==> config.mk <==
export PLATFORM = sky130hd
export DESIGN_NAME = swap_page_allocator_with_reserve
export DESIGN_NICKNAME = d
export VERILOG_FILES = /design/src/rtl/core/spa_pkg.sv /design/src/rtl/core/spa_map.sv /design/src/rtl/core/spa_ctrl.sv /design/src/rtl/core/swap_page_allocator_with_reserve.sv
export SDC_FILE = /design/constraint.sdc
export NUM_CORES = 2
export LEC_CHECK = 0
export BUFFER_PORTS_ARGS = -buffer_cell sky130_fd_sc_hd__buf_2
export CAP_MARGIN = 10
export CORE_MARGIN = 2
export CORE_UTILIZATION = 45
export CTS_CLUSTER_SIZE = 40
export DETAILED_ROUTE_END_ITERATION = 16
export PLACE_DENSITY = 0.61
export SYNTH_ARGS = -nofsm -noshare
export SYNTH_HDL_FRONTEND = slang
export SYNTH_SLANG_ARGS = --single-unit
==> constraint.sdc <==
create_clock -name clk -period 31.3 [get_ports clk]
set_clock_uncertainty 0.1 [all_clocks]
set_input_delay 4.695 -clock clk [delete_from_list [all_inputs] [get_ports clk]]
set_output_delay 4.695 -clock clk [all_outputs]
set_load 0.03 [all_outputs]
==> src/rtl/core/spa_pkg.sv <==
// shared constants, codes and types of the swap page allocator
package spa_pkg;

  localparam int ACTION_W      = 2;
  localparam int COUNT_W       = 13;
  localparam int PAGE_W        = 12;
  localparam int STATUS_W      = 2;
  localparam int MAX_PAGES_DEF = 4096;
  localparam int WORD_BITS_DEF = 32;

  localparam logic [ACTION_W-1:0] ACT_RESERVE   = 2'd0;
  localparam logic [ACTION_W-1:0] ACT_UNRESERVE = 2'd1;
  localparam logic [ACTION_W-1:0] ACT_ALLOC     = 2'd2;
  localparam logic [ACTION_W-1:0] ACT_FREE      = 2'd3;

  localparam logic [STATUS_W-1:0] ST_OK      = 2'd0;
  localparam logic [STATUS_W-1:0] ST_NOSPACE = 2'd1;
  localparam logic [STATUS_W-1:0] ST_ERR     = 2'd2;

  typedef struct packed {
    logic rd;
    logic wr;
  } map_cmd_t;

endpackage

==> src/rtl/core/spa_map.sv <==
// single-port used-page bitmap memory with registered read data
module spa_map #(
  parameter int WORD_BITS = 32,
  parameter int WORDS     = 128,
  parameter int AW        = 7
) (
  input  logic                 clk,
  input  spa_pkg::map_cmd_t    cmd,
  input  logic [AW-1:0]        addr,
  input  logic [WORD_BITS-1:0] wdata,
  output logic [WORD_BITS-1:0] rdata
);
  import spa_pkg::*;

  logic [WORD_BITS-1:0] mem [WORDS];

  always_ff @(posedge clk) begin
    if (cmd.wr) begin
      mem[addr] <= wdata;
    end
  end

  always_ff @(posedge clk) begin
    if (cmd.rd) begin
      rdata <= mem[addr];
    end
  end

endmodule

==> src/rtl/core/spa_ctrl.sv <==
// request sequencer, counters and bitmap search of the swap page allocator
module spa_ctrl #(
  parameter int MAX_PAGES = 4096,
  parameter int WORD_BITS = 32,
  parameter int WORDS     = 128,
  parameter int AW        = 7
) (
  input  logic                          clk,
  input  logic                          rst,
  input  logic                          start,
  output logic                          busy,
  input  logic [spa_pkg::ACTION_W-1:0]  action,
  input  logic [spa_pkg::COUNT_W-1:0]   count,
  input  logic [spa_pkg::PAGE_W-1:0]    page_index,
  input  logic                          cfg_we,
  input  logic [spa_pkg::COUNT_W-1:0]   cfg_total,
  output logic                          done,
  output logic [spa_pkg::STATUS_W-1:0]  status,
  output logic [spa_pkg::PAGE_W-1:0]    granted_page,
  output logic [spa_pkg::COUNT_W-1:0]   free_pages,
  output logic [spa_pkg::COUNT_W-1:0]   reserved_pages,
  output spa_pkg::map_cmd_t             map_cmd,
  output logic [AW-1:0]                 map_addr,
  output logic [WORD_BITS-1:0]          map_wdata,
  input  logic [WORD_BITS-1:0]          map_rdata
);
  import spa_pkg::*;

  localparam int PW    = $clog2(MAX_PAGES);
  localparam int TW    = $clog2(MAX_PAGES + 1);
  localparam int BW    = $clog2(WORDS * WORD_BITS + 1);
  localparam int CW    = (TW > COUNT_W) ? TW : COUNT_W;
  localparam int BIT_W = $clog2(WORD_BITS);
  localparam int SH    = PW + 1;
  localparam int RECIP = (1 << SH) / WORD_BITS;
  localparam int PRW   = PW + SH;

  localparam logic [2:0] S_CLEAR = 3'd0;
  localparam logic [2:0] S_IDLE  = 3'd1;
  localparam logic [2:0] S_FDIV  = 3'd2;
  localparam logic [2:0] S_FMOD  = 3'd3;
  localparam logic [2:0] S_FRD   = 3'd4;
  localparam logic [2:0] S_FWB   = 3'd5;
  localparam logic [2:0] S_ARD   = 3'd6;
  localparam logic [2:0] S_ACHK  = 3'd7;

  logic [2:0]           state;
  logic [AW-1:0]        clr_idx;
  logic [TW-1:0]        total;
  logic [TW-1:0]        free_cnt;
  logic [TW-1:0]        rsv_cnt;
  logic [AW-1:0]        hint;
  logic [BW-1:0]        hint_base;
  logic [AW-1:0]        scan;
  logic [BW-1:0]        scan_base;
  logic [ACTION_W-1:0]  act;
  logic [PW-1:0]        page_in;
  logic [AW-1:0]        qe;
  logic [AW-1:0]        fword;
  logic [BIT_W-1:0]     fbit;

  logic [TW-1:0]        total_clamp;
  logic                 bad;
  logic [TW-1:0]        avail;
  logic [PRW-1:0]       prod;
  logic [BW-1:0]        qprod;
  logic [BW-1:0]        rem0;
  logic [BW-1:0]        rem;
  logic [WORD_BITS-1:0] beyond;
  logic [WORD_BITS-1:0] word_free;
  logic                 found;
  logic [BIT_W-1:0]     fpos;
  logic                 scan_last;
  logic                 fbit_set;

  always_comb begin
    if (cfg_total == '0) begin
      total_clamp = TW'(1);
    end else if (32'(cfg_total) > 32'(MAX_PAGES)) begin
      total_clamp = TW'(MAX_PAGES);
    end else begin
      total_clamp = TW'(cfg_total);
    end
  end

  assign bad   = (free_cnt > total) || (rsv_cnt > free_cnt);
  assign avail = free_cnt - rsv_cnt;

  // word index of a freed page by reciprocal multiply, then one correction step
  assign prod  = PRW'(page_in) * PRW'(RECIP);
  assign qprod = BW'(qe) * BW'(WORD_BITS);
  assign rem0  = BW'(page_in) - qprod;

  // pages at or above the total count as used
  assign rem = BW'(total) - scan_base;
  always_comb begin
    for (int i = 0; i < WORD_BITS; i++) begin
      beyond[i] = (BW'(i) >= rem);
    end
  end
  assign word_free = ~map_rdata & ~beyond;

  always_comb begin
    found = 1'b0;
    fpos  = '0;
    for (int i = WORD_BITS - 1; i >= 0; i--) begin
      if (word_free[i]) begin
        found = 1'b1;
        fpos  = BIT_W'(i);
      end
    end
  end

  assign scan_last = (scan == AW'(WORDS - 1)) ||
                     ((scan_base + BW'(WORD_BITS)) >= BW'(total));
  assign fbit_set  = map_rdata[fbit];

  always_comb begin
    map_cmd   = '0;
    map_addr  = scan;
    map_wdata = map_rdata | (WORD_BITS'(1) << fpos);
    unique case (state)
      S_CLEAR: begin
        map_cmd.wr = 1'b1;
        map_addr   = clr_idx;
        map_wdata  = WORD_BITS'(clr_idx == '0);
      end
      S_FRD: begin
        map_cmd.rd = 1'b1;
        map_addr   = fword;
      end
      S_FWB: begin
        map_cmd.wr = fbit_set;
        map_addr   = fword;
        map_wdata  = map_rdata & ~(WORD_BITS'(1) << fbit);
      end
      S_ARD: begin
        map_cmd.rd = 1'b1;
      end
      S_ACHK: begin
        map_cmd.wr = found;
      end
      default: begin
      end
    endcase
  end

  always_ff @(posedge clk) begin
    if (rst) begin
      state     <= S_CLEAR;
      clr_idx   <= '0;
      total     <= TW'(MAX_PAGES);
      free_cnt  <= TW'(MAX_PAGES - 1);
      rsv_cnt   <= '0;
      hint      <= '0;
      hint_base <= '0;
      done      <= 1'b0;
    end else if (cfg_we) begin
      state     <= S_CLEAR;
      clr_idx   <= '0;
      total     <= total_clamp;
      free_cnt  <= total_clamp - TW'(1);
      rsv_cnt   <= '0;
      hint      <= '0;
      hint_base <= '0;
      done      <= 1'b0;
    end else begin
      done <= 1'b0;
      unique case (state)
        S_CLEAR: begin
          clr_idx <= clr_idx + AW'(1);
          if (clr_idx == AW'(WORDS - 1)) begin
            state <= S_IDLE;
          end
        end
        S_IDLE: begin
          if (start) begin
            act          <= action;
            page_in      <= PW'(page_index);
            granted_page <= '0;
            if (bad) begin
              done   <= 1'b1;
              status <= ST_ERR;
            end else begin
              case (action)
                ACT_RESERVE: begin
                  done <= 1'b1;
                  if (CW'(avail) < CW'(count)) begin
                    status <= ST_NOSPACE;
                  end else begin
                    status  <= ST_OK;
                    rsv_cnt <= rsv_cnt + TW'(count);
                  end
                end
                ACT_UNRESERVE: begin
                  done <= 1'b1;
                  if (CW'(count) > CW'(rsv_cnt)) begin
                    status <= ST_ERR;
                  end else begin
                    status  <= ST_OK;
                    rsv_cnt <= rsv_cnt - TW'(count);
                  end
                end
                ACT_ALLOC: begin
                  if (rsv_cnt == '0 || free_cnt == '0) begin
                    done   <= 1'b1;
                    status <= ST_ERR;
                  end else begin
                    scan      <= hint;
                    scan_base <= hint_base;
                    state     <= S_ARD;
                  end
                end
                default: begin
                  if (page_index == '0 || CW'(page_index) >= CW'(total) ||
                      free_cnt >= total) begin
                    done   <= 1'b1;
                    status <= ST_ERR;
                  end else begin
                    state <= S_FDIV;
                  end
                end
              endcase
            end
          end
        end
        S_FDIV: begin
          qe    <= prod[SH +: AW];
          state <= S_FMOD;
        end
        S_FMOD: begin
          if (rem0 >= BW'(WORD_BITS)) begin
            fword <= qe + AW'(1);
            fbit  <= BIT_W'(rem0 - BW'(WORD_BITS));
          end else begin
            fword <= qe;
            fbit  <= BIT_W'(rem0);
          end
          state <= S_FRD;
        end
        S_FRD: begin
          state <= S_FWB;
        end
        S_FWB: begin
          done  <= 1'b1;
          state <= S_IDLE;
          if (!fbit_set) begin
            status <= ST_ERR;
          end else begin
            status   <= ST_OK;
            free_cnt <= free_cnt + TW'(1);
            if (fword < hint) begin
              hint      <= fword;
              hint_base <= BW'(page_in) - BW'(fbit);
            end
          end
        end
        S_ARD: begin
          state <= S_ACHK;
        end
        S_ACHK: begin
          if (found) begin
            done         <= 1'b1;
            status       <= ST_OK;
            granted_page <= PAGE_W'(scan_base + BW'(fpos));
            rsv_cnt      <= rsv_cnt - TW'(1);
            free_cnt     <= free_cnt - TW'(1);
            hint         <= scan;
            hint_base    <= scan_base;
            state        <= S_IDLE;
          end else if (scan_last) begin
            done   <= 1'b1;
            status <= ST_ERR;
            state  <= S_IDLE;
          end else begin
            scan      <= scan + AW'(1);
            scan_base <= scan_base + BW'(WORD_BITS);
            state     <= S_ARD;
          end
        end
        default: begin
          state <= S_IDLE;
        end
      endcase
    end
  end

  assign busy           = (state != S_IDLE);
  assign free_pages     = COUNT_W'(free_cnt);
  assign reserved_pages = COUNT_W'(rsv_cnt);

  a_no_page_zero: assert property (@(posedge clk) disable iff (rst)
    (done && status == ST_OK && act == ACT_ALLOC) |-> (granted_page != '0))
    else $error("page zero granted");

  a_counters: assert property (@(posedge clk) disable iff (rst)
    (rsv_cnt <= free_cnt) && (free_cnt < total))
    else $error("counter invariant broken");

  a_single_port: assert property (@(posedge clk) disable iff (rst)
    map_cmd.wr |-> !map_cmd.rd)
    else $error("map read and write in one cycle");

  a_alloc_result: assert property (@(posedge clk) disable iff (rst || cfg_we)
    (state == S_ACHK && map_cmd.wr) |=> (done && status == ST_OK))
    else $error("claimed page without ok result");

endmodule

==> src/rtl/core/swap_page_allocator_with_reserve.sv <==
// top level of the swap page allocator with reservation
//
// Requests: drive action, count and page_index with start; a transaction is
// taken at a clock edge with start high and busy low. Each transaction gives
// one result on status, granted_page, free_pages and reserved_pages, marked
// by done for a single cycle; the receiver cannot hold results off.
// Result paths, from the accepting edge to the done cycle:
//   reserve, unreserve and requests refused by the counter or range checks: done in the cycle after
//   free: word index by reciprocal multiply and a correction step, bitmap read, write back
//   allocate: a bitmap read and a check per word, starting at the lowest word
//   that may still hold a clear page
// The bitmap sits in one single-port memory; that port and the word-by-word
// search set the rate. busy stays high until the result is issued.
// Reset or a write to total_pages (total_pages_we) restarts the counters and
// runs a clearing pass over the bitmap, one word a cycle, through all
// MAX_PAGES / MAP_WORD_BITS words (rounded up, 128 at the defaults), with busy high.
module swap_page_allocator_with_reserve #(
  parameter int MAX_PAGES     = spa_pkg::MAX_PAGES_DEF,
  parameter int MAP_WORD_BITS = spa_pkg::WORD_BITS_DEF
) (
  input  logic                          clk,
  input  logic                          rst,
  input  logic                          start,
  output logic                          busy,
  input  logic [spa_pkg::ACTION_W-1:0]  action,
  input  logic [spa_pkg::COUNT_W-1:0]   count,
  input  logic [spa_pkg::PAGE_W-1:0]    page_index,
  input  logic                          total_pages_we,
  input  logic [spa_pkg::COUNT_W-1:0]   total_pages,
  output logic                          done,
  output logic [spa_pkg::STATUS_W-1:0]  status,
  output logic [spa_pkg::PAGE_W-1:0]    granted_page,
  output logic [spa_pkg::COUNT_W-1:0]   free_pages,
  output logic [spa_pkg::COUNT_W-1:0]   reserved_pages
);
  import spa_pkg::*;

  localparam int WORDS = (MAX_PAGES + MAP_WORD_BITS - 1) / MAP_WORD_BITS;
  localparam int AW    = (WORDS > 1) ? $clog2(WORDS) : 1;

  map_cmd_t                 map_cmd;
  logic [AW-1:0]            map_addr;
  logic [MAP_WORD_BITS-1:0] map_wdata;
  logic [MAP_WORD_BITS-1:0] map_rdata;

  spa_ctrl #(
    .MAX_PAGES (MAX_PAGES),
    .WORD_BITS (MAP_WORD_BITS),
    .WORDS     (WORDS),
    .AW        (AW)
  ) u_ctrl (
    .clk            (clk),
    .rst            (rst),
    .start          (start),
    .busy           (busy),
    .action         (action),
    .count          (count),
    .page_index     (page_index),
    .cfg_we         (total_pages_we),
    .cfg_total      (total_pages),
    .done           (done),
    .status         (status),
    .granted_page   (granted_page),
    .free_pages     (free_pages),
    .reserved_pages (reserved_pages),
    .map_cmd        (map_cmd),
    .map_addr       (map_addr),
    .map_wdata      (map_wdata),
    .map_rdata      (map_rdata)
  );

  spa_map #(
    .WORD_BITS (MAP_WORD_BITS),
    .WORDS     (WORDS),
    .AW        (AW)
  ) u_map (
    .clk   (clk),
    .cmd   (map_cmd),
    .addr  (map_addr),
    .wdata (map_wdata),
    .rdata (map_rdata)
  );

endmodule

## Word level (Yosys, flattened, before mapping)

Memories as Yosys holds them, arrays and structs flattened. A register that Yosys moved wholly into a read port is not among the register bits.
Index checks and enable logic that the tools add are counted.

| word-level totals | value |
|---|---|
| output and inout bits | 42 |
| flip-flop bits (word level) | 135 |
| word-level logic and storage cells | 289 |
| memories | 1 |
| input bits | 44 |
| RAM bits | 4,096 |

Memories:

| memory | words | width | rd ports | clocked after Yosys merged registers in | wr ports | RTL line | source |
|---|---|---|---|---|---|---|---|
| u_map.mem | 128 | 32 | 1 | 1 | 1 | spa_map.sv:15 | `logic [WORD_BITS-1:0] mem [WORDS];` |

| cells by class | value |
|---|---|
| bitwise gates (word level) | 8 |
| $add $sub $neg | 16 |
| eq/ne operators | 33 |
| magnitude comparators | 43 |
| shifts and indexed selects | 2 |
| reductions and logical operators | 30 |
| multiplexer cells | 140 |

Operators with widths:

| cell | count |
|---|---|
| $mux 13 | 19 |
| $ge 5x13->1 const A | 16 |
| $mux 5 | 33 |
| $pmux 13 s2 | 5 |
| $ge 4x13->1 const A | 8 |
| $not 32->32 | 3 |
| $mux 7 | 10 |
| $and 32x32->32 | 2 |
| $pmux 32 s2 | 1 |
| $shl 1x5->32 const A | 2 |
| $ge 3x13->1 const A | 4 |
| $mux 1 | 43 |
| $pmux 7 s2 | 3 |
| $gt 13x13->1 | 3 |
| $logic_not 13->1 | 3 |
| $sub 13x1->13 const B | 3 |
| $sub 13x13->13 | 3 |
| $or 32x32->32 | 1 |
| $ge 1x13->1 const A | 2 |
| $ge 13x13->1 | 2 |
| $ge 2x13->1 const A | 2 |
| $mux 12 | 2 |
| $pmux 12 s2 | 1 |
| $pmux 3 s8 | 1 |
| 49 further kinds | 100 |

## Longest topological paths before layout

| logic depth | value |
|---|---|
| depth in word-level cells | 39 |
| mapped depth | 27 |
| gate-level depth less buffers | 26 |

## Hierarchy

From an unflattened synthesis, not the netlist that was laid out.

| unflattened totals | value |
|---|---|
| cells, all modules | 10,629 |
| area, all modules | 171,174.2 um^2 |

By module, submodules not included:

| module | cells an instance | instances | seq. area each (um^2) | area an instance (um^2) |
|---|---|---|---|---|
| spa_map | 8,954 | 1 | 123,958.9 | 157,577.4 |
| spa_ctrl | 1,675 | 1 | 3,353.2 | 13,596.8 |

## Worst setup path after synthesis

Ideal clock, no wire load.

| timing path | value |
|---|---|
| kind | flip-flop to flip-flop |
| from | register u_ctrl.scan_base[0] |
| to | memory u_map.mem[0][3] (data pin) |
| arrival | 8,958 ps |
| setup time | 1,197 ps |
| required time | 30,003 ps |
| cell stages (with the launch flop) | 17 |
| path slack | 21,046 ps |
| cells stage by stage | edfxtp_1 > ha_1 > inv_1 > fa_1 > a211oi_2 > o21ai_1 > a2111oi_1 > a21oi_1 > or3_1 > o41a_1 > nor2_2 > o2111ai_2 > or4_4 > nor2_1 > o31ai_1 > or2_2 > o21ai_0 |

| between the ends | value |
|---|---|
| cells in the longest elaborated chain, start to end | 39 |
| elaborated cells between the ends (all ways) | 70 |

RTL lines:

| element | RTL line | source |
|---|---|---|
| start: declaration | spa_ctrl.sv:55 | `logic [BW-1:0] scan_base;` |
| start signal: assignment | spa_ctrl.sv:210 | `scan_base <= hint_base;` |
| start signal: assignment | spa_ctrl.sv:277 | `scan_base <= scan_base + BW'(WORD_BITS);` |
| $sub 13x13->13 * | spa_ctrl.sv:95 | `assign rem = BW'(total) - scan_base;` |
| $ge 5x13->1 | spa_ctrl.sv:98 | `beyond[i] = (BW'(i) >= rem);` |
| $not 32->32 * | spa_ctrl.sv:101 | `assign word_free = ~map_rdata & ~beyond;` |
| $and 32x32->32 * | spa_ctrl.sv:101 |  |
| $mux 5 (31 in series) | spa_ctrl.sv:107 | `if (word_free[i]) begin` |
| $mux 5 * | spa_ctrl.sv:107 |  |
| $shl 1x5->32 * | spa_ctrl.sv:121 | `map_wdata = map_rdata \| (WORD_BITS'(1) << fpos);` |
| $or 32x32->32 * | spa_ctrl.sv:121 |  |
| $pmux 32 s2 * | spa_ctrl.sv:122 | `unique case (state)` |
| named net map_wdata[3] | swap_page_allocator_with_reserve.sv:43 | `logic [MAP_WORD_BITS-1:0] map_wdata;` |
| end: declaration | spa_map.sv:15 |  |

The timed path passes the listed nets; every way through them passes the cells marked *.

## Worst setup path in the final report

| timing path | value |
|---|---|
| from | register u_ctrl.total[0] |
| to | memory u_map.mem[37][27] (data pin) |

| between the ends | value |
|---|---|
| cells in the longest elaborated chain, start to end | 39 |
| elaborated cells between the ends (all ways) | 70 |

RTL lines:

| element | RTL line | source |
|---|---|---|
| start: declaration | spa_ctrl.sv:49 | `logic [TW-1:0] total;` |
| start signal: assignment | spa_ctrl.sv:152 | `total <= TW'(MAX_PAGES);` |
| start signal: assignment | spa_ctrl.sv:161 | `total <= total_clamp;` |
| $sub 13x13->13 * | spa_ctrl.sv:95 |  |
| $ge 5x13->1 | spa_ctrl.sv:98 |  |
| $not 32->32 * | spa_ctrl.sv:101 |  |
| $and 32x32->32 * | spa_ctrl.sv:101 |  |
| $mux 5 (31 in series) | spa_ctrl.sv:107 |  |
| $mux 5 * | spa_ctrl.sv:107 |  |
| $shl 1x5->32 * | spa_ctrl.sv:121 |  |
| $or 32x32->32 * | spa_ctrl.sv:121 |  |
| $pmux 32 s2 * | spa_ctrl.sv:122 |  |
| named net map_wdata[27] | swap_page_allocator_with_reserve.sv:43 |  |

Marks and branches as above.

==> results.cfg <==
[power]
p_leak_nw = 64.3
power.density_nw_per_um2 = 61.7
finalPower_mw = 11.3
irDropWorstVdd_v = 0.0000560

[floorplan]
die_width_microns = 604
die_y_microns = 604
start_util_pct = 45.2
placeableCoreArea_sq_um = 359000
dieArea_sq_um = 365000
ios = 86
core.rowCount = 220

[worst_setup_path]
crit_slowest_cell = o21ai_4
endpoint = u_map.mem[37][27]
critical_path.max_stage_delay_ns = 0.93
critPathTopFamily = simple AND/OR/NAND/NOR gates
worstPathCellList = inv_1, ha_1, inv_1, fa_1, a211oi_2, o21ai_1, a2111oi_1, a21oi_1, nor3_2, nand3_2, o22a_1, nor3b_1, nand4_1, nor4_1, nand2b_1, o21ai_4, buf_4, buf_4
end_kind = flip-flop
cp_max_fo = 56
worstPathArrival_ns = 8.73
cp-startpoint = u_ctrl.total[0]
cp.required_ns = 31.82
start_kind = flip-flop
crit_buf_inv = 4
cp.depth = 18
path_class = reg2reg
reg2reg_from = u_ctrl.total[0]
r2r_slack_ns = 23.09
rr_worst_depth = 18
rr_endpoint = u_map.mem[37][27]

[routing]
drt_iter0_markers = 15010
met2_length_microns = 232000
wl_met3_microns = 56600
m1WireLength_microns = 199000
routed_wl_microns = 513000
wl_per_cell_microns = 34.6
vias = 97849
drt_pass1_iterations = 6
ant_nets = 0
viasPerCell = 6.59
drc_errors = 0
dr.max_layer_used = met5

[synthesis]
ys_seq_area_share_pct = 78.6
synthAdderAreaFrac_pct = 1.19
synthCells = 9432
synthDistinctLibCells = 91
synth_area_per_cell_sq_um = 17.2
synth_xor_area_share_pct = 0.422
async_reset_ff_share_pct = 0
yosys.area_share.simple_pct = 3.76
ys_ff_latch = 4263
synth_top_area_cell = edfxtp_1
synth_area_leaders = edfxtp_1, a22oi_1, a221oi_1
synth_compound_area_share_pct = 14.1
yosysWarnings = 0
syn_area_sq_um = 162000
synth_enable_flop_cells = 4193
synth_top_family_by_area = compound AO/OA/AOI/OAI gates
syn_nets = 9625
synthFlopType = edfxtp_1
synth_mux_area_share_pct = 0.239
yosys.area.top_type_share_pct = 77.7
yosysMostFrequentCell = edfxtp_1
netlist_top_cells_count = edfxtp_1, a22oi_1, clkbuf_1, a221oi_1, a22o_1

[clocking]
cts.sinks = 4263
cts-root-buf = clkbuf_16
cts_resized = 0
cts_buffer_depth = 4
numCtsBuffers = 418
cts_tree = yes
post_cts_buffers = 0
clkLatencyLatePin_ns = 0.98
clkTransAtPathRegs_ns = 0.07
postCtsHoldBufs = 0
cts_htree_levels = 5

[placement]
place_ws_ns = 23.23
port_buffers = 85
dp_hpwl_microns = 293000
placed_area_sq_um = 171000
routabilityCongestion = 0.918

[sta]
hold_viol = 0
drv_slew = 1
rsz0062_at_grt = no
finalSetupViolations = 0
slew_headroom_pct = -0.161
max_freq_ghz = 0.122
period_share_pct = 26.2
fin_tns_setup_ns = 0
fin_ws_ns = 23.09
tightest_slew_ns = 1.50
period_minus_slack_ns = 8.21

[cells_and_area]
layout.nets = 9907
area_growth_pct = 13.5
multi_input_area_sq_um = 33300
finalInstanceArea_sq_um = 184000
fillers = 28544
seq_area_sq_um = 127000
drive_gt1_share_pct = 12.9

[run]
max_cap_violations = 1

[global_route]
grt_antenna_before_repair = 26
grt_max_degree = 97
grt_first_pass_wirelength_microns = 714000
grt_pass1_vias = 92413
grt_overflow = 0
grt_use_total_pct = 27.4

[outcome]
status = finished, violations left
violations = max-capacitance violations, max-slew violations

[hold_path]
min_path_type = reg2reg
[report_power, final]
part | switching (mW) | internal (mW) | leakage, nW
registers | 0.00667 | 6.19 | 47.3
clock network | 2.12 | 2.79 | 6.50
logic | 0.185 | 0.0626 | 10.5
total | 2.31 | 9.04 | 64.3
[worst min path at each step]
stage / end / slack, ns / start / cells past startpoint
global route: u_ctrl.hint_base[11] / 0.38 / u_ctrl.hint_base[11] / 2
finish: u_ctrl.hint_base[1] / 0.36 / u_ctrl.hint_base[1] / 2
CTS: u_ctrl.hint_base[0] / 0.36 / u_ctrl.hint_base[0] / 2
detailed placement: u_ctrl.hint_base[0] / 0.35 / u_ctrl.hint_base[0] / 2
global placement: u_ctrl.hint_base[9] / 0.35 / u_ctrl.hint_base[9] / 2
floorplan: u_ctrl.fbit[0] / 0.33 / u_ctrl.page_in[0] / 0
[state kept, by name, summed over array words and instances (netlist names), 12 cells and up]
| name | cells |
|---|---|
| u_map.rdata | 32 |
| u_ctrl.hint_base | 13 |
| u_ctrl.reserved_pages | 13 |
| u_ctrl.page_in | 12 |
| u_ctrl.scan_base | 13 |
| u_ctrl.granted_page | 12 |
| u_ctrl.total | 13 |
| u_map.mem | 4096 |
| u_ctrl.free_pages | 13 |
[layout by cell type, fill, tap and decap left out, types with 25 or more instances in the layout]
cell type  count
a22o_1       383
clkbuf_16    428
buf_4        354
bufinv_16     36
a221oi_1     412
xnor2_1       50
nor4_1        52
o21ai_0      203
clkbuf_1      72
inv_1        121
buf_2         88
ha_1         141
clkinv_2      86
dfxtp_1       70
nor2_1       165
nor2_4       130
nand3_1       69
nor3_1        58
a21o_1        25
a41oi_1       34
a21oi_1      205
edfxtp_1    4193
o21ai_4       30
nor2b_1       51
clkinv_1     104
nand2b_1      40
nand2_1      158
nand4_1      277
a31oi_1      257
a22oi_1     1309
xor2_1        28
[layer usage]
layer	GRT usage, %	vias to the layer above
met3	6.16	920
met5	0	-
li1	-	40246
met2	41.8	6154
met4	12.1	12
met1	37.7	50517
[cell families after synthesis]
logic type                 Yosys count
xor gates and xnor gates            78
muxes                               26
and+or+nand+nor                   1120
adders and majority gates          149
DFF                               4263
buffers and inverters              727
AOI/OAI and AO/OA                 3069
[area by class of cell]
type / instances / area share (%)
multi-input combinational: 4442 / 18.1
inverter: 123 / 0.251
clock inverter: 265 / 1.25
sequential: 4263 / 69.2
antenna: 14 / 0.0190
clock buffer: 500 / 5.97
tap: 4773 / 3.25
timing repair buffer: 466 / 1.95
[worst reg2reg max path: cells and delay by family (launching register included)]
kind	cells	cell delay, ns
simple gates	6	2.64
compound gates	6	2.34
buf+inv	4	1.62
fa+ha+maj	2	0.65
flops	1	0.37
[through the flow]
step / utilization, % / hold WS [ns] / instances
detailed placement: 47.5 / 0.348 / 14059
finish: 51.3 / 0.356 / 14846
global route: 51.3 / 0.383 / 14833
CTS: 51.2 / 0.359 / 14824
global placement: 47.5 / 0.346 / 14056
floorplan: - / 0.326 / 9432
(Power assumes the default switching activity.)
